$ cat config.mk
export PLATFORM = sky130hd
export DESIGN_NAME = imap_string_token_parser_top
export DESIGN_NICKNAME = d
export VERILOG_FILES = /design/src/hw/rtl/istp_pkg.sv /design/src/hw/rtl/istp_parse.sv /design/src/hw/rtl/istp_out_buf.sv /design/src/hw/rtl/imap_string_token_parser_top.sv
export SDC_FILE = /design/constraint.sdc
export NUM_CORES = 1
export LEC_CHECK = 0
export BUFFER_PORTS_ARGS = -buffer_cell sky130_fd_sc_hd__clkbuf_2
export CAP_MARGIN = 15
export CELL_PAD_IN_SITES_DETAIL_PLACEMENT = 1
export CELL_PAD_IN_SITES_GLOBAL_PLACEMENT = 2
export CORE_MARGIN = 1
export CORE_UTILIZATION = 30
export CTS_BUF_LIST = sky130_fd_sc_hd__clkbuf_16
export DETAILED_ROUTE_END_ITERATION = 10
export PLACE_DENSITY_LB_ADDON = 0.12
export SETUP_SLACK_MARGIN = 0.05
export SLEW_MARGIN = 40
export SYNTH_ARGS = -nofsm -noshare
export SYNTH_HDL_FRONTEND = slang
export SYNTH_HIERARCHICAL = 1
export SYNTH_SLANG_ARGS = --single-unit
$ cat constraint.sdc
create_clock -name clk_i -period 5.3 [get_ports clk_i]
set_input_delay 0.53 -clock clk_i [delete_from_list [all_inputs] [get_ports clk_i]]
set_output_delay 0.53 -clock clk_i [all_outputs]
set_load 0.05 [all_outputs]
$ cat src/hw/rtl/istp_pkg.sv
// Shared types and constants of the IMAP string token parser.
// No dependencies.
`default_nettype none
package istp_pkg;

  localparam logic [7:0] CH_QUOTE     = 8'h22;
  localparam logic [7:0] CH_LBRACE    = 8'h7B;
  localparam logic [7:0] CH_RBRACE    = 8'h7D;
  localparam logic [7:0] CH_TILDE     = 8'h7E;
  localparam logic [7:0] CH_BACKSLASH = 8'h5C;
  localparam logic [7:0] CH_CR        = 8'h0D;
  localparam logic [7:0] CH_LF        = 8'h0A;
  localparam logic [7:0] CH_ZERO      = 8'h30;
  localparam logic [7:0] CH_NINE      = 8'h39;

  localparam logic [1:0] KIND_QUOTED   = 2'd0;
  localparam logic [1:0] KIND_LITERAL  = 2'd1;
  localparam logic [1:0] KIND_LITERAL8 = 2'd2;

  localparam logic [2:0] ST_OK         = 3'd0;
  localparam logic [2:0] ST_BAD_ESCAPE = 3'd1;
  localparam logic [2:0] ST_CRLF_QUOTE = 3'd2;
  localparam logic [2:0] ST_BAD_SPEC   = 3'd3;
  localparam logic [2:0] ST_BAD_SIZE   = 3'd4;
  localparam logic [2:0] ST_NO_DATA    = 3'd5;
  localparam logic [2:0] ST_NOT_STRING = 3'd6;

  localparam logic [1:0] SPEC_CR = 2'd1;
  localparam logic [1:0] SPEC_LF = 2'd2;

  typedef struct packed {
    logic [7:0] out_byte;
    logic       out_valid;
    logic       done_res;
    logic [1:0] kind;
    logic [2:0] status;
  } result_t;

endpackage
`default_nettype wire

$ cat src/hw/rtl/istp_parse.sv
// Token state machine: updates the parse state per accepted byte and forms the result.
// Depends on istp_pkg.
`default_nettype none
module istp_parse #(
  parameter int SIZE_BITS = 32
) (
  input  wire logic             clk_i,
  input  wire logic             rst_ni,
  input  wire logic             accept_i,
  input  wire logic [7:0]       data_byte_i,
  input  wire logic             first_i,
  input  wire logic             last_i,
  output istp_pkg::result_t     res_o,
  output logic                  res_valid_o
);

  typedef enum logic [2:0] {
    PH_IDLE, PH_QUOTED, PH_TILDE, PH_SIZE, PH_SPEC, PH_DATA
  } phase_e;

  phase_e                 phase_q, phase_d;
  logic                   esc_q, esc_d;
  logic [SIZE_BITS-1:0]   cnt_q, cnt_d;
  logic                   digit_q, digit_d;
  logic [1:0]             spec_q, spec_d;
  logic [1:0]             kind_q, kind_d;

  logic [SIZE_BITS+3:0]   size_next;
  logic [SIZE_BITS-1:0]   cnt_dec;
  logic                   is_digit;
  logic                   done;
  logic [2:0]             status;
  logic [7:0]             ob;
  logic                   ov;

  assign is_digit  = (data_byte_i >= istp_pkg::CH_ZERO) && (data_byte_i <= istp_pkg::CH_NINE);
  // 10*n + d; any bit above SIZE_BITS means overflow
  assign size_next = ({4'b0, cnt_q} << 3) + ({4'b0, cnt_q} << 1)
                   + {{(SIZE_BITS){1'b0}}, 4'(data_byte_i - istp_pkg::CH_ZERO)};
  assign cnt_dec   = cnt_q - {{(SIZE_BITS-1){1'b0}}, 1'b1};

  always_comb begin
    phase_d = phase_q;
    esc_d   = esc_q;
    cnt_d   = cnt_q;
    digit_d = digit_q;
    spec_d  = spec_q;
    kind_d  = kind_q;
    done    = 1'b0;
    status  = istp_pkg::ST_OK;
    ob      = 8'h00;
    ov      = 1'b0;

    if (first_i) begin
      esc_d   = 1'b0;
      cnt_d   = '0;
      digit_d = 1'b0;
      spec_d  = 2'd0;
      kind_d  = istp_pkg::KIND_QUOTED;
      if (data_byte_i == istp_pkg::CH_QUOTE) begin
        phase_d = PH_QUOTED;
        if (last_i) begin done = 1'b1; status = istp_pkg::ST_NO_DATA; end
      end else if (data_byte_i == istp_pkg::CH_LBRACE) begin
        phase_d = PH_SIZE;
        kind_d  = istp_pkg::KIND_LITERAL;
        if (last_i) begin done = 1'b1; status = istp_pkg::ST_NO_DATA; end
      end else if (data_byte_i == istp_pkg::CH_TILDE) begin
        phase_d = PH_TILDE;
        kind_d  = istp_pkg::KIND_LITERAL8;
        if (last_i) begin done = 1'b1; status = istp_pkg::ST_NOT_STRING; end
      end else begin
        done = 1'b1; status = istp_pkg::ST_NOT_STRING;
      end
    end else begin
      unique case (phase_q)
        PH_QUOTED: begin
          if (esc_q) begin
            esc_d = 1'b0;
            if (data_byte_i == istp_pkg::CH_QUOTE || data_byte_i == istp_pkg::CH_BACKSLASH)
            begin
              ob = data_byte_i; ov = 1'b1;
              if (last_i) begin done = 1'b1; status = istp_pkg::ST_NO_DATA; end
            end else begin
              done = 1'b1; status = istp_pkg::ST_BAD_ESCAPE;
            end
          end else if (data_byte_i == istp_pkg::CH_QUOTE) begin
            done = 1'b1; status = istp_pkg::ST_OK;
          end else if (data_byte_i == istp_pkg::CH_CR || data_byte_i == istp_pkg::CH_LF) begin
            done = 1'b1; status = istp_pkg::ST_CRLF_QUOTE;
          end else begin
            if (data_byte_i == istp_pkg::CH_BACKSLASH) begin
              esc_d = 1'b1;
            end else begin
              ob = data_byte_i; ov = 1'b1;
            end
            if (last_i) begin done = 1'b1; status = istp_pkg::ST_NO_DATA; end
          end
        end
        PH_TILDE: begin
          if (data_byte_i == istp_pkg::CH_LBRACE) begin
            phase_d = PH_SIZE;
            if (last_i) begin done = 1'b1; status = istp_pkg::ST_NO_DATA; end
          end else begin
            done = 1'b1; status = istp_pkg::ST_NOT_STRING;
          end
        end
        PH_SIZE: begin
          if (is_digit) begin
            if (|size_next[SIZE_BITS+3:SIZE_BITS]) begin
              done = 1'b1; status = istp_pkg::ST_BAD_SIZE;
            end else begin
              cnt_d   = size_next[SIZE_BITS-1:0];
              digit_d = 1'b1;
              if (last_i) begin done = 1'b1; status = istp_pkg::ST_BAD_SPEC; end
            end
          end else if (!digit_q) begin
            done = 1'b1; status = istp_pkg::ST_BAD_SIZE;
          end else if (data_byte_i == istp_pkg::CH_RBRACE) begin
            phase_d = PH_SPEC;
            spec_d  = istp_pkg::SPEC_CR;
            if (last_i) begin done = 1'b1; status = istp_pkg::ST_BAD_SPEC; end
          end else begin
            done = 1'b1; status = istp_pkg::ST_BAD_SPEC;
          end
        end
        PH_SPEC: begin
          if (spec_q == istp_pkg::SPEC_CR) begin
            if (data_byte_i != istp_pkg::CH_CR) begin
              done = 1'b1; status = istp_pkg::ST_BAD_SPEC;
            end else begin
              spec_d = istp_pkg::SPEC_LF;
              if (last_i) begin done = 1'b1; status = istp_pkg::ST_BAD_SPEC; end
            end
          end else begin
            if (data_byte_i != istp_pkg::CH_LF) begin
              done = 1'b1; status = istp_pkg::ST_BAD_SPEC;
            end else if (cnt_q == '0) begin
              done = 1'b1; status = istp_pkg::ST_OK;
            end else begin
              phase_d = PH_DATA;
              if (last_i) begin done = 1'b1; status = istp_pkg::ST_NO_DATA; end
            end
          end
        end
        PH_DATA: begin
          ob    = data_byte_i;
          ov    = 1'b1;
          cnt_d = cnt_dec;
          if (cnt_dec == '0) begin
            done = 1'b1; status = istp_pkg::ST_OK;
          end else if (last_i) begin
            done = 1'b1; status = istp_pkg::ST_NO_DATA;
          end
        end
        default: begin
          phase_d = PH_IDLE;
        end
      endcase
    end

    if (done) begin
      phase_d = PH_IDLE;
      esc_d   = 1'b0;
      if (status == istp_pkg::ST_NOT_STRING) begin
        kind_d = istp_pkg::KIND_QUOTED;
      end
    end
  end

  assign res_o.out_byte  = ob;
  assign res_o.out_valid = ov;
  assign res_o.done_res  = done;
  assign res_o.kind      = kind_d;
  assign res_o.status    = status;
  assign res_valid_o     = accept_i && (ov || done);

  always_ff @(posedge clk_i or negedge rst_ni) begin
    if (!rst_ni) begin
      phase_q <= PH_IDLE;
      esc_q   <= 1'b0;
      cnt_q   <= '0;
      digit_q <= 1'b0;
      spec_q  <= 2'd0;
      kind_q  <= istp_pkg::KIND_QUOTED;
    end else if (accept_i) begin
      phase_q <= phase_d;
      esc_q   <= esc_d;
      cnt_q   <= cnt_d;
      digit_q <= digit_d;
      spec_q  <= spec_d;
      kind_q  <= kind_d;
    end
  end

endmodule
`default_nettype wire

$ cat src/hw/rtl/istp_out_buf.sv
// Result register with a skid entry; the input side sees an output stall only once the skid entry is held.
// Depends on istp_pkg.
`default_nettype none
module istp_out_buf (
  input  wire logic              clk_i,
  input  wire logic              rst_ni,
  input  wire logic              in_valid_i,
  input  wire istp_pkg::result_t in_data_i,
  output logic                   ready_o,
  output logic                   out_valid_o,
  output istp_pkg::result_t      out_data_o,
  input  wire logic              out_ready_i
);

  logic              main_v_q, skid_v_q;
  istp_pkg::result_t main_q, skid_q;
  logic              pop;

  assign pop         = main_v_q && out_ready_i;
  assign ready_o     = !skid_v_q;
  assign out_valid_o = main_v_q;
  assign out_data_o  = main_q;

  always_ff @(posedge clk_i or negedge rst_ni) begin
    if (!rst_ni) begin
      main_v_q <= 1'b0;
      skid_v_q <= 1'b0;
    end else if (skid_v_q) begin
      if (pop) begin
        skid_v_q <= 1'b0;
      end
    end else if (!main_v_q || pop) begin
      main_v_q <= in_valid_i;
    end else if (in_valid_i) begin
      skid_v_q <= 1'b1;
    end
  end

  always_ff @(posedge clk_i) begin
    if (skid_v_q) begin
      if (pop) begin
        main_q <= skid_q;
      end
    end else if (!main_v_q || pop) begin
      if (in_valid_i) begin
        main_q <= in_data_i;
      end
    end else if (in_valid_i) begin
      skid_q <= in_data_i;
    end
  end

endmodule
`default_nettype wire

$ cat src/hw/rtl/imap_string_token_parser_top.sv
// Top level of the IMAP string token parser: parse state machine and result buffer.
// Depends on istp_pkg, istp_parse and istp_out_buf.
//
// Input stream: one line byte per item in s_axis_tdata, tuser marks the first byte
// of a string token, tlast marks the final byte of the available line data.
// Output stream: one item per payload byte or token end. tdata carries the byte,
// its valid flag and the status; tuser carries the token kind; tlast marks the end
// of a token (success or error). Bytes that produce nothing produce no item.
// Throughput: one byte per cycle while s_axis_tready_o is high. Each byte updates the
// parse state when accepted; its result is registered in the result register.
// The size accumulator is SIZE_BITS wide; larger sizes end the token with an error.
// Reset puts the parser idle and empties the output buffer.
// A stalled receiver fills the result register and then a one-item skid entry;
// s_axis_tready_o drops only while the skid entry is held.
`default_nettype none
module imap_string_token_parser_top #(
  parameter int SIZE_BITS = 32
) (
  input  wire logic        clk_i,
  input  wire logic        rst_ni,
  input  wire logic        s_axis_tvalid_i,
  output logic             s_axis_tready_o,
  input  wire logic [7:0]  s_axis_tdata_i,   // [7:0] data_byte
  input  wire logic        s_axis_tuser_i,   // [0] first
  input  wire logic        s_axis_tlast_i,   // last
  output logic             m_axis_tvalid_o,
  input  wire logic        m_axis_tready_i,
  output logic [15:0]      m_axis_tdata_o,   // [7:0] out_byte, [8] out_valid, [11:9] status
  output logic [1:0]       m_axis_tuser_o,   // [1:0] kind
  output logic             m_axis_tlast_o    // done_res
);

  istp_pkg::result_t res, out_res;
  logic              res_valid;
  logic              accept;

  assign accept = s_axis_tvalid_i && s_axis_tready_o;

  istp_parse #(
    .SIZE_BITS(SIZE_BITS)
  ) u_parse (
    .clk_i       (clk_i),
    .rst_ni      (rst_ni),
    .accept_i    (accept),
    .data_byte_i (s_axis_tdata_i),
    .first_i     (s_axis_tuser_i),
    .last_i      (s_axis_tlast_i),
    .res_o       (res),
    .res_valid_o (res_valid)
  );

  istp_out_buf u_out_buf (
    .clk_i       (clk_i),
    .rst_ni      (rst_ni),
    .in_valid_i  (res_valid),
    .in_data_i   (res),
    .ready_o     (s_axis_tready_o),
    .out_valid_o (m_axis_tvalid_o),
    .out_data_o  (out_res),
    .out_ready_i (m_axis_tready_i)
  );

  assign m_axis_tdata_o = {4'b0, out_res.status, out_res.out_valid, out_res.out_byte};
  assign m_axis_tuser_o = out_res.kind;
  assign m_axis_tlast_o = out_res.done_res;

endmodule
`default_nettype wire
# After elaboration in Yosys (flattened, before gate mapping)
# Index checks and enable logic that the tools add are counted.
# Widths: inputs -> output; s select.
# totals
register_bits	73
input_bits	14
out_inout_bits	21
elab_cells	194
# op_classes
add_sub_neg	4
n_lt_le_gt_ge	2
eq_ne	34
mux	105
bitwise_logic	2
n_reduce_logical	29
# ops
cell	count
$mux 3	32
$mux 32	3
$logic_not 32->1	2
$pmux 32 s2	1
$mux 15	4
$mux 8	6
$mux 1	40
$add 35x33->36	1
$add 36x4->36	1
$eq 8x7->1 const B	4
$sub 32x1->32 const B	1
$mux 2	13
$eq 8x4->1 const B	2
$ne 8x4->1 const B	2
$pmux 8 s2	1
$pmux 3 s5	1
$ne 3x2->1 const B	4
$ne 4x2->1 const B	3
$ne 4x3->1 const B	3
$pmux 3 s4	1
$reduce_and 10->1	1
$eq 3x3->1 const B	3
$ne 3x3->1 const B	3
$reduce_bool 3->1	3
other kinds (25)	41

# Logic depth before layout (Yosys ltp)
# Gate-level depths: netlist of run 1.
# logic_depth
ltp_word	13
ltp_mapped	18
ltp_nobuf	17

# Hierarchy
# The synthesis of run 1 kept the hierarchy.
# by_module_without_submodules
module	n_inst	cells_each	area_each_um2	seq_area_each_um2
istp_parse	1	795	5695.5	1026.0
istp_out_buf	1	58	1260.0	950.9
imap_string_token_parser_top	1	6	40.0	0.0

# Worst setup path before layout of run 1
# OpenSTA, ideal clock, no wires.
# synth_path
path_type	flip-flop to flip-flop
from	register u_parse.cnt_q[2]
to	register u_out_buf.main_q, in the netlist u_out_buf/out_data_o[0], enable pin
setup_time_ns	0.320
arrival_time_ns	4.029
required_ns	4.980
slack_ns	0.951
stages_incl_launch_ff	17
n_path_buf	1
synth_period_minus_slack_ns	4.349
cell_sequence	dfrtp_1 > clkbuf_1 > inv_1 > fa_1 > fa_1 > nor2b_1 > o211ai_1 > a31o_2 > o21ai_0 > a211oi_1 > mux2_2 > a21oi_1 > nand3_1 > a21oi_1 > nor2_1 > o21a_1 > o22a_1
# synth_between
elab_chain_cells	11
elab_cells_between_ends	18
classes_between	3 x add/sub; 8 x mux; 7 x reduce/logical
# synth_rtl
element	line	rtl
start, declared	istp_parse.sv:23	logic [SIZE_BITS-1:0] cnt_q, cnt_d;
start signal, assigned	istp_parse.sv:188	cnt_q <= cnt_d;
$add 35x33->36	istp_parse.sv:38	assign size_next = ({4'b0, cnt_q} << 3) + ({4'b0, cnt_q} << 1)
$add 36x4->36	istp_parse.sv:39	+ {{(SIZE_BITS){1'b0}}, 4'(data_byte_i - istp_pkg::CH_ZERO)};
$reduce_or 4->1	istp_parse.sv:109	if (|size_next[SIZE_BITS+3:SIZE_BITS]) begin
$mux 1	istp_parse.sv:109	
$mux 1	istp_parse.sv:108	if (is_digit) begin
$pmux 1 s5 (*)	istp_parse.sv:75	unique case (phase_q)
$mux 1 (*)	istp_parse.sv:54	if (first_i) begin
via u_parse.done	istp_parse.sv:31	logic done;
$logic_or 1x1->1 (*)	istp_parse.sv:175	assign res_valid_o = accept_i && (ov || done);
$logic_and 1x1->1 (*)	istp_parse.sv:175	
via res_valid	imap_string_token_parser_top.sv:34	logic res_valid;
$reduce_bool 2->1 (no line) (*)	-	
$reduce_and 3->1 (no line) (*)	-	
end signal, assigned	istp_out_buf.sv:42	main_q <= skid_q;
end signal, assigned	istp_out_buf.sv:46	main_q <= in_data_i;
end, declared	istp_out_buf.sv:16	istp_pkg::result_t main_q, skid_q;
# Mark *: on every way through the listed nets, which the timed path passes. The rest lies on a longest branch.
# A chain may end at the register's enable or synchronous reset.

==> results by group, run 1 <==
Run status
  – Outcome: complete, no violations

Detailed routing
  – Drt drc: 0
  – Iter 0 DRT Violations: 344
  – WL final: 25800 um
  – DR vias: 6723
  – Via-to-Cell Ratio: 5.59
  – Drt wl/cell: 21.5 um
  – Drt pass-1 iters: 4
  – Final ANT Viol Nets: 0

Clock tree
  – TritonCTS clock tree: done
  – Clk buf depth: 2
  – Hold buffers post-CTS: 0
  – CTS buffer count: 9
  – Reg clk slew, reported paths: 70 ps
  – CTS Root Cell: clkbuf_16
  – Clk Latency, worst-skew pair: 350 ps
  – CTS sink count: 73
  – CTS H-tree lvls: 3

Worst setup path
  – Startpoint Class: register
  – Worst r2r path cells: 15
  – Critical Path Fanout Max: 15
  – CP endpoint kind: register
  – CP required: 5300 ps
  – Critical path class: reg -> reg
  – Arr. time, crit path: 4880 ps

Pwr
  – Power Density: 608 nW/um2
  – Leak: between 0.003 and 0.004 uW
  – Peak VDD IR: 0.200 mV

Timing
  – Slew headroom: 0.467
  – Final Skew: 12.3 ps
  – Max Freq: 205 MHz
  – Tmin final: 4890 ps
  – Worst-Margin Slew: 793 ps
  – Final setup fails: 0
  – Final critical-path share of the clock period: 0.922
  – Setup TNS: 0 ps
  – Fin. max-slew vios: 0
  – RSZ-0062 raised after global routing: false
  – Final Hold Viols: 0

Yosys
  – Warnings from Yosys: 6
  – #FFs+latches synth: 73
  – Synth Area in Compound Gates: 0.235
  – Post-synth ARST share: 0.589
  – Seq/Total Area, Yosys: 0.283
  – Simple-gate portion of the synthesized area: 0.224
  – Syn Inst Count: between 800 and 900
  – Syn Area/Cell: 8.14 um2
  – EDFF count, synth: 30
  – Dominant synthesized flop cell: dfrtp_1
  – Area share of fa/ha/maj cells after synthesis: 0.124
  – Mux cell area share after synthesis: 0.0401
  – Xor and xnor area share after synthesis: 0.0413
  – Mapped Area: between 6000 and 7000 um2
  – Main combinational cell family by area after synthesis: compound AO/OA/AOI/OAI gates
  – Cell variety after synth: 73

Placed design
  – Post-DP HPWL: approximately 19000 um
  – Placer's final routability congestion estimate: 0.911
  – IO buf count: 30
  – Dpl cells: 1186

Min path
  – HP Class: in -> async

Cells and area
  – Final net count: 966
  – Area Growth Syn to Fin: 12.4%
  – Commonest cells after routing, fill and taps aside: nor2_1, o21ai_0, a21oi_1, ha_1, nand2_1
  – Non-Filler Instances: 1202
  – Ant diodes: 0
  – Fraction of layout instances using a drive strength above 1: 0.128
  – Most common cell after layout, fill and taps aside: nor2_1

Floorplan
  – DIE AREA: 23900 um2
  – Initial Util: 0.307
  – Ports: 35
  – Site Rows: 55
  – Height of the die: 155 um
  – Die width: approximately 150 um
  – Core Area: 22800 um2

GRT
  – Total gr overflow: 0
  – Initial antenna violation count: 0
  – Largest net degree at the start of global routing: 44
  – Vias in the first global route: 7073
  – First-pass GRT wire length: 40900 um
  – Global Route Usage Sum: 0.222

Run
  – Max_cap viols: 0
[registers in the layout (all words and copies together), names as in the netlist]
name / cells
u_parse/cnt_q: 32
u_out_buf/out_data_o: 15
u_out_buf/skid_q: 15
u_parse/phase_q: 3
u_parse/kind_q: 2
u_parse/spec_q: 2
u_out_buf/out_valid_o: 1
u_out_buf/skid_v_q: 1
u_parse/digit_q: 1
u_parse/esc_q: 1
[worst paths after layout]
path,startpoint,to,slack (ps)
min in group clk_i,m_axis_tready_i,u_out_buf/out_valid_o,490
max reg2reg,u_parse/cnt_q[2],u_out_buf/skid_q[7],410
min,rst_ni,u_parse/kind_q[1],310
max in group asynchronous,rst_ni,u_out_buf/skid_v_q,4510
min reg2reg,u_parse/spec_q[1],u_parse/spec_q[1],510
max,u_parse/cnt_q[2],u_out_buf/skid_q[7],410
[cells in the mapped netlist, types with 3 or more instances]
cell       count  share of area
or4_4          3         0.0048
o31ai_1       13          0.014
clkbuf_1      36          0.019
nor3_1        28          0.020
a21o_1         4         0.0043
a22o_1         3         0.0038
mux2_4        15          0.032
and3_1         7         0.0063
xor2_1        12          0.015
nand4b_1       4         0.0050
a31oi_1       16          0.014
nand3b_1       4         0.0043
ha_1          66           0.12
dfrtp_1       43           0.15
o21a_1         4         0.0043
o221ai_1       3         0.0038
nand2_1       45          0.024
a21oi_1       76          0.054
nor2b_1        9         0.0080
edfxtp_1      30           0.13
or4_1          6         0.0064
a211oi_1       4         0.0043
nor2_1        94          0.050
mux2_2         4         0.0064
nor4_1        21          0.019
xnor2_1       21          0.026
nand4_1       10         0.0089
o21ai_0       92          0.066
nor4b_1        3         0.0038
buf_6          3         0.0048
nor3b_1        5         0.0054
o21ai_1        7         0.0050
nand3_1       25          0.018
o21bai_1       8         0.0086
o211ai_1       6         0.0064
or2_2          3         0.0027
nand2b_1      14          0.013
o2111ai_1      3         0.0038
or3_1          6         0.0054
buf_4          6         0.0064
o22ai_1        5         0.0045
a21boi_0       4         0.0043
inv_1         39          0.021
and2_1        10         0.0089
[power breakdown]
group / internal (uW) / switching (uW) / leakage [uW]
logic: 1090 / 1920 / 0.00235
registers: 798 / 311 / 0.000861
clock network: 370 / 287 / 0.000150
[repair_timing]
action / CTS / global route
endpoints found under the setup margin: 0 / 15
setup buffers: 0 / 0
resized for setup: 0 / 1
[layer usage]
| layer | GRT usage | up-vias | share of wire |
|---|---|---|---|
| li1 | - | 3240 | - |
| met3 | 0.0213 | 28 | 0.024 |
| met5 | 0 | - | 0 |
| met1 | 0.308 | 3375 | 0.49 |
| met4 | 0.0698 | 0 | 0.018 |
| met2 | 0.361 | 80 | 0.47 |
[kinds of logic after synthesis]
group           Yosys count
compound gates          273
mux                      20
xor+xnor                 33
other cells               1
flops                    73
fa+ha+maj                68
simple gates            305
buf+inv                  86
[layout make-up]
cell class / instances / area [um2]
clock buffer: 9 / 225
clock inverter: 7 / 78.8
fill: 2751 / 14900
inverter: 41 / 156
multi-input combinational: 703 / 4680
sequential: 73 / 1980
tap: 313 / 392
timing repair buffer: 56 / 345
[metrics by stage]
step / hold slack (ps) / setup WS (ps) / cell area, um2 / utilization / power [uW]
finish: 309 / 414 / 7860 / 0.345 / 4780
global placement: 484 / 323 / 7550 / 0.331 / 4050
floorplan: 234 / 951 / 7010 / - / 3190
CTS: 347 / 335 / 7860 / 0.345 / 4800
global route: 370 / 105 / 7860 / 0.345 / 5140
detailed placement: 503 / 162 / 7550 / 0.332 / 4110
[critical path: stages (launching register included)]
cell and delay [ps]:
dfrtp_1 540, inv_1 100, fa_1 510, fa_1 450, nor2b_1 220, o211ai_1 140, a31o_2 310, o211ai_1 290
nand4_1 230, o31ai_1 320, xnor2_1 160, nand3_1 150, a21oi_1 110, nor2_1 220, o21a_1 240, and4bb_2 540
Note: power is estimated with default switching activity, not from simulation.
==> run 2: changes to the inputs <==
BUFFER_PORTS_ARGS = default   (was -buffer_cell sky130_fd_sc_hd__clkbuf_2)
DONT_BUFFER_PORTS = 1   (was default)
==> run 2 against run 1 <==
Effect of this change:
- sequential power up 19%
- sequential share of layout area grew 0.57 points
- critical path type unchanged
- wire length is essentially flat
- critical path depth stayed put
- power up 0.54%
- core utilization is 0.76 points lower
- largest power group unchanged
- highest routed layer unchanged
- register-to-register slack gained 60 ps
- die area is the same
- clock power rose by 5.3%
==> results by group, run 2 (synthesis gave the netlist of run 1 again) <==
Run status
  – Outcome: complete, no violations

Worst setup path
  – R2r setup slk: 480 ps
  – CP endpoint kind: register
  – Slowest CP cell: fa_1
  – Critical Path Fanout Max: 15
  – Reg-to-reg endpoint: u_out_buf/out_data_o[1]
  – Largest stage delay, worst path: 530 ps
  – Worst r2r path cells: 15
  – FF-to-FF Start: u_parse/cnt_q[0]
  – Crit-path cells: inv_1, fa_1, fa_1, nor2b_1, o211ai_1, a31o_2, o211ai_1, nand4_1, o31ai_1, xnor2_1, nand3_1, a21oi_1, nor2_1, o21a_1, o22a_2
  – CP required: between 5000 and 6000 ps
  – Critical path class: reg -> reg
  – Arr. time, crit path: 4870 ps
  – Startpoint Class: register

Floorplan
  – Ports: 35
  – Site Rows: 55
  – Die width: around 150 um
  – DIE AREA: 23900 um2
  – Height of the die: 155 um
  – Initial Util: 0.307
  – Core Area: ~23000 um2

GRT
  – Largest net degree at the start of global routing: 44
  – GR peak layer: met2
  – Vias in the first global route: 6856
  – Met1 Track Usage GR: 0.307
  – First-pass GRT wire length: 40300 um
  – Initial antenna violation count: 0
  – Global Route Usage Sum: 0.220
  – Total gr overflow: 0
  – GR Util met2: 0.357
  – Global routing usage on met3: 0.0255

Detailed routing
  – Drt drc: 0
  – Drt pass-1 iters: 5
  – Iter 0 DRT Violations: 385
  – Drt wl/cell: about 22 um
  – Via-to-Cell Ratio: 5.78
  – DR vias: 6729
  – Final ANT Viol Nets: 0
  – WL final: 25800 um

Timing
  – Final Worst Setup Slack: around 480 ps
  – Tmin final: 4820 ps
  – RSZ-0062 raised after global routing: false
  – Final Hold Viols: 0
  – Final critical-path share of the clock period: 0.910
  – Fin. max-slew vios: 0
  – Setup TNS: 0 ps
  – Final setup fails: 0
  – Worst-Margin Slew: 842 ps
  – Final Skew: roughly 8.3 ps
  – Slew headroom: 0.434
  – Max Freq: 207 MHz

Cells and area
  – Area Growth Syn to Fin: 9.87%
  – Ant diodes: 0
  – Most common cell after layout, fill and taps aside: nor2_1
  – Final net count: 928
  – Max FFs per register: 32
  – Layout Utilization: 0.337
  – Commonest cells after routing, fill and taps aside: nor2_1, o21ai_0, a21oi_1, ha_1, nand2_1
  – Largest register by flop count: u_parse/cnt_q
  – Fraction of layout instances using a drive strength above 1: 0.0881

Placed design
  – IO buf count: 0
  – Post-DP HPWL: 19500 um
  – Placer's final routability congestion estimate: between 0.8 and 0.9
  – Worst slack at placement: about 340 ps

Pwr
  – Clock Power Share: 0.144
  – Power Density: 625 nW/um2
  – Sw frac: 0.528
  – Seq pwr share: 0.275
  – Psw: 2540 uW
  – Int Pwr: 2260 uW
  – Logic pwr share: 0.581
  – Pwr Total: slightly below 5000 uW
  – Leak: 0.00321 uW
  – Peak VDD IR: 0.196 mV

Clock tree
  – TritonCTS clock tree: done
  – Clk buf depth: 2
  – Clk Latency, worst-skew pair: 350 ps
  – Post-CTS Setup Inserts: 0
  – CTS sink count: 73
  – Reg clk slew, reported paths: 70 ps
  – CTS H-tree lvls: 3
  – CTS Root Cell: clkbuf_16
  – CTS buffer count: 9

Min path
  – HP Class: in -> async

Run
  – Max_cap viols: 0
run 2: power by group through the flow:
stage / logic [uW] / clock network, uW / registers (uW)
finish: 2790 / 692 / 1320
global route: 3060 / 735 / 1360
CTS: 2780 / 712 / 1320
detailed placement: 2750 / 0 / 1330
global placement: 2730 / 0 / 1320
floorplan: 2050 / 0 / 1150
run 2: routing by layer:
layer,part of all wire,vias up,routed length (um)
li1,-,3162,-
met1,0.49,3410,12600
met2,0.46,132,11800
met3,0.039,25,1010
met4,0.016,0,415
met5,0,-,0
run 2: how the worst max path moves through the flow:
| stage | start | to | slack (ps) | cells past startpoint |
|---|---|---|---|---|
| after floorplan | u_parse/cnt_q[2] | u_out_buf/out_data_o[0] | 950 | 16 |
| after global placement | s_axis_tdata_i[3] | u_out_buf/out_data_o[6] | 470 | 15 |
| after detailed placement | u_parse/cnt_q[0] | u_out_buf/out_data_o[9] | 340 | 15 |
| after CTS | u_parse/cnt_q[0] | u_out_buf/out_data_o[11] | 300 | 15 |
| after global routing | u_parse/cnt_q[0] | u_out_buf/out_data_o[1] | 150 | 15 |
| final | u_parse/cnt_q[0] | u_out_buf/out_data_o[1] | 480 | 15 |
run 2: area by class of cell:
cell class	instances	area [um2]
flip-flops and latches	73	1980
clock inverters	7	93.8
multi-input cells	703	4690
well taps	313	392
fillers	2719	15100
clock buffers	9	225
inverters	41	156
repair buffers	18	155
run 2: critical path: cells and delay by family (launching register included):
family	cells	cell delay (ps)
compound gates	7	1900
fa+ha+maj	2	980
simple gates	4	770
flops	1	480
xor+xnor	1	210
buf+inv	1	170
run 2: repair_timing:
item | in CTS | in global routing
gates resized for setup | 0 | 3
hold buffers | 1 | 0
endpoints found under the setup margin | 0 | 29
endpoints found under the hold margin | 43 | 0
run 2: metrics by stage:
stage | instance area, um2 | hold WS, ps | std cells
6_report | 7690 | 49.4 | 1164
5_1_grt | 7690 | 54.6 | 1164
4_1_cts | 7680 | 46.6 | 1164
3_5_place_dp | 7330 | 237 | 1147
3_3_place_gp | 7330 | 236 | 1147
2_1_floorplan | 7010 | 234 | 862
==> run 3: changes to the inputs <==
CORE_ASPECT_RATIO = 2   (was default)
clock period = 5.5 ns   (was 5.3 ns; I/O delays follow)
==> run 3 against run 2 <==
Effect of this change:
- wire length grew 8.1%
- clock power shrank 13%
- power shrank 3.9%
- first-iteration DRC count shrank 20%
- cell area shrank 0.24%
- critical path depth grew 1
- core utilization is essentially flat
- via count shrank 0.97%
- register-to-register slack lost 110 ps
==> results by group, run 3 (synthesis gave the netlist of run 1 again) <==
Cells and area
  – Max FFs per register: 32
  – Most common cell after layout, fill and taps aside: nor2_1
  – Fraction of layout instances using a drive strength above 1: 0.0955
  – Ant diodes: 0
  – Sequential cell area: 1980 um2
  – Layout Utilization: 0.337
  – Largest register by flop count: u_parse/cnt_q
  – Multi-input gate area: 4680 um2
  – Commonest cells after routing, fill and taps aside: nor2_1, o21ai_0, a21oi_1, ha_1, nand2_1
  – Final net count: 936
  – Fillers: 2685
  – Area Growth Syn to Fin: 9.60%

Timing
  – RSZ-0062 raised after global routing: false
  – Final setup fails: 0
  – Final Skew: 10.7 ps
  – Final critical-path share of the clock period: 0.933
  – Tmin final: 5130 ps
  – Slew headroom: 0.497
  – Worst-Margin Slew: 749 ps
  – Hold Slack: 45.2 ps
  – Final Hold Viols: 0
  – Fin. max-slew vios: 0
  – Max Freq: 195 MHz
  – Setup TNS: 0 ps

Detailed routing
  – Drt wl/cell: 24.5 um
  – Drt pass-1 iters: 4
  – Iter 0 DRT Violations: 309
  – Via-to-Cell Ratio: slightly below 6
  – Drt drc: 0
  – DR vias: roughly 6700
  – Final ANT Viol Nets: 0
  – WL final: 27900 um

GRT
  – Global Route Usage Sum: 0.244
  – Total gr overflow: 0
  – Largest net degree at the start of global routing: 44
  – Vias in the first global route: 7273
  – Initial antenna violation count: 0
  – First-pass GRT wire length: 42600 um

Worst setup path
  – Crit-path cells: inv_1, fa_1, fa_1, nor2b_1, o211ai_1, a31o_2, o211ai_1, nand4_1, o31ai_1, xnor2_1, nand3_1, a21oi_1, nor2_1, o21a_1, o22a_1, buf_4
  – Critical path class: reg -> reg
  – CP endpoint kind: register
  – Slowest CP cell: fa_1
  – Critical Path Fanout Max: 15
  – Startpoint Class: register
  – Largest stage delay, worst path: 530 ps
  – CP top delay family: compound AO/OA/AOI/OAI gates
  – CP bufs+invs: 2
  – CP required: around 5600 ps
  – Arr. time, crit path: 5240 ps

Floorplan
  – Die width: 110 um
  – Core Area: approximately 23000 um2
  – Site Rows: 78
  – DIE AREA: 24000 um2
  – Height of the die: 218 um
  – Initial Util: 0.308
  – Ports: 35

Pwr
  – Peak VDD IR: 0.380 mV
  – Pwr Total: 4610 uW
  – Power Density: 602 nW/um2
  – Leak: about 0.0032 uW

Clock tree
  – Clk Latency, worst-skew pair: about 370 ps
  – CTS sink count: 73
  – CTS H-tree lvls: 3
  – Reg clk slew, reported paths: 70 ps
  – CTS buffer count: 9
  – TritonCTS clock tree: done
  – Post-CTS Setup Inserts: 0
  – CTS Root Cell: clkbuf_16
  – Clk buf depth: 2

Run
  – Max_cap viols: 0

Placed design
  – Post-DP HPWL: 22100 um
  – IO buf count: 0
  – Placer's final routability congestion estimate: 0.889

Min path
  – HP Class: in -> async

Run status
  – Outcome: complete, no violations
[run 3: final cells by class]
class	instances	area share
Clock buffer	9	0.0294
Tap cell	280	0.0457
Inverter	41	0.0204
Sequential cell	73	0.258
Timing Repair Buffer	26	0.0281
Clock inverter	7	0.00800
Multi-Input combinational cell	703	0.610
[run 3: timing repair]
item                                    in CTS  in global routing
endpoints found under the hold margin       43                  0
endpoints found under the setup margin       0                 15
hold buffers                                 1                  0
gates resized for setup                      0                  1
[run 3: path summary, 6_finish.rpt]
path,from,to,slack (ps),cells past startpoint
max,u_parse/cnt_q[0],u_out_buf/out_data_o[0],370,16
min,rst_ni,u_parse/cnt_q[24],50,1
max reg2reg,u_parse/cnt_q[0],u_out_buf/out_data_o[0],370,16
min reg2reg,u_parse/spec_q[1],u_parse/spec_q[1],510,1
max in group asynchronous,rst_ni,u_out_buf/skid_v_q,5180,1
min in group clk_i,s_axis_tuser_i,u_parse/digit_q,290,1
[run 3: stage by stage]
step | cells | cell area, um2 | setup slack (ps)
after detailed placement | 1122 | 7350 | 259
after global placement | 1122 | 7350 | 443
after CTS | 1139 | 7660 | 282
after global routing | 1139 | 7670 | 118
final | 1139 | 7670 | 367
after floorplan | 862 | 7010 | 1150
[run 3: power breakdown]
group	leakage (uW)	internal, uW	switching, uW
combinational	0.00224	1030	1750
sequential	0.000861	774	458
clock	0.000135	314	284
total	0.00323	2120	2490
[run 3: layer usage]
| layer | global-route usage | vias up | share of wire |
|---|---|---|---|
| met1 | 0.233 | 3317 | 0.35 |
| met2 | 0.485 | 125 | 0.58 |
| li1 | - | 3170 | - |
| met4 | 0.124 | 0 | 0.046 |
| met5 | 0 | - | 0 |
| met3 | 0.0290 | 52 | 0.022 |
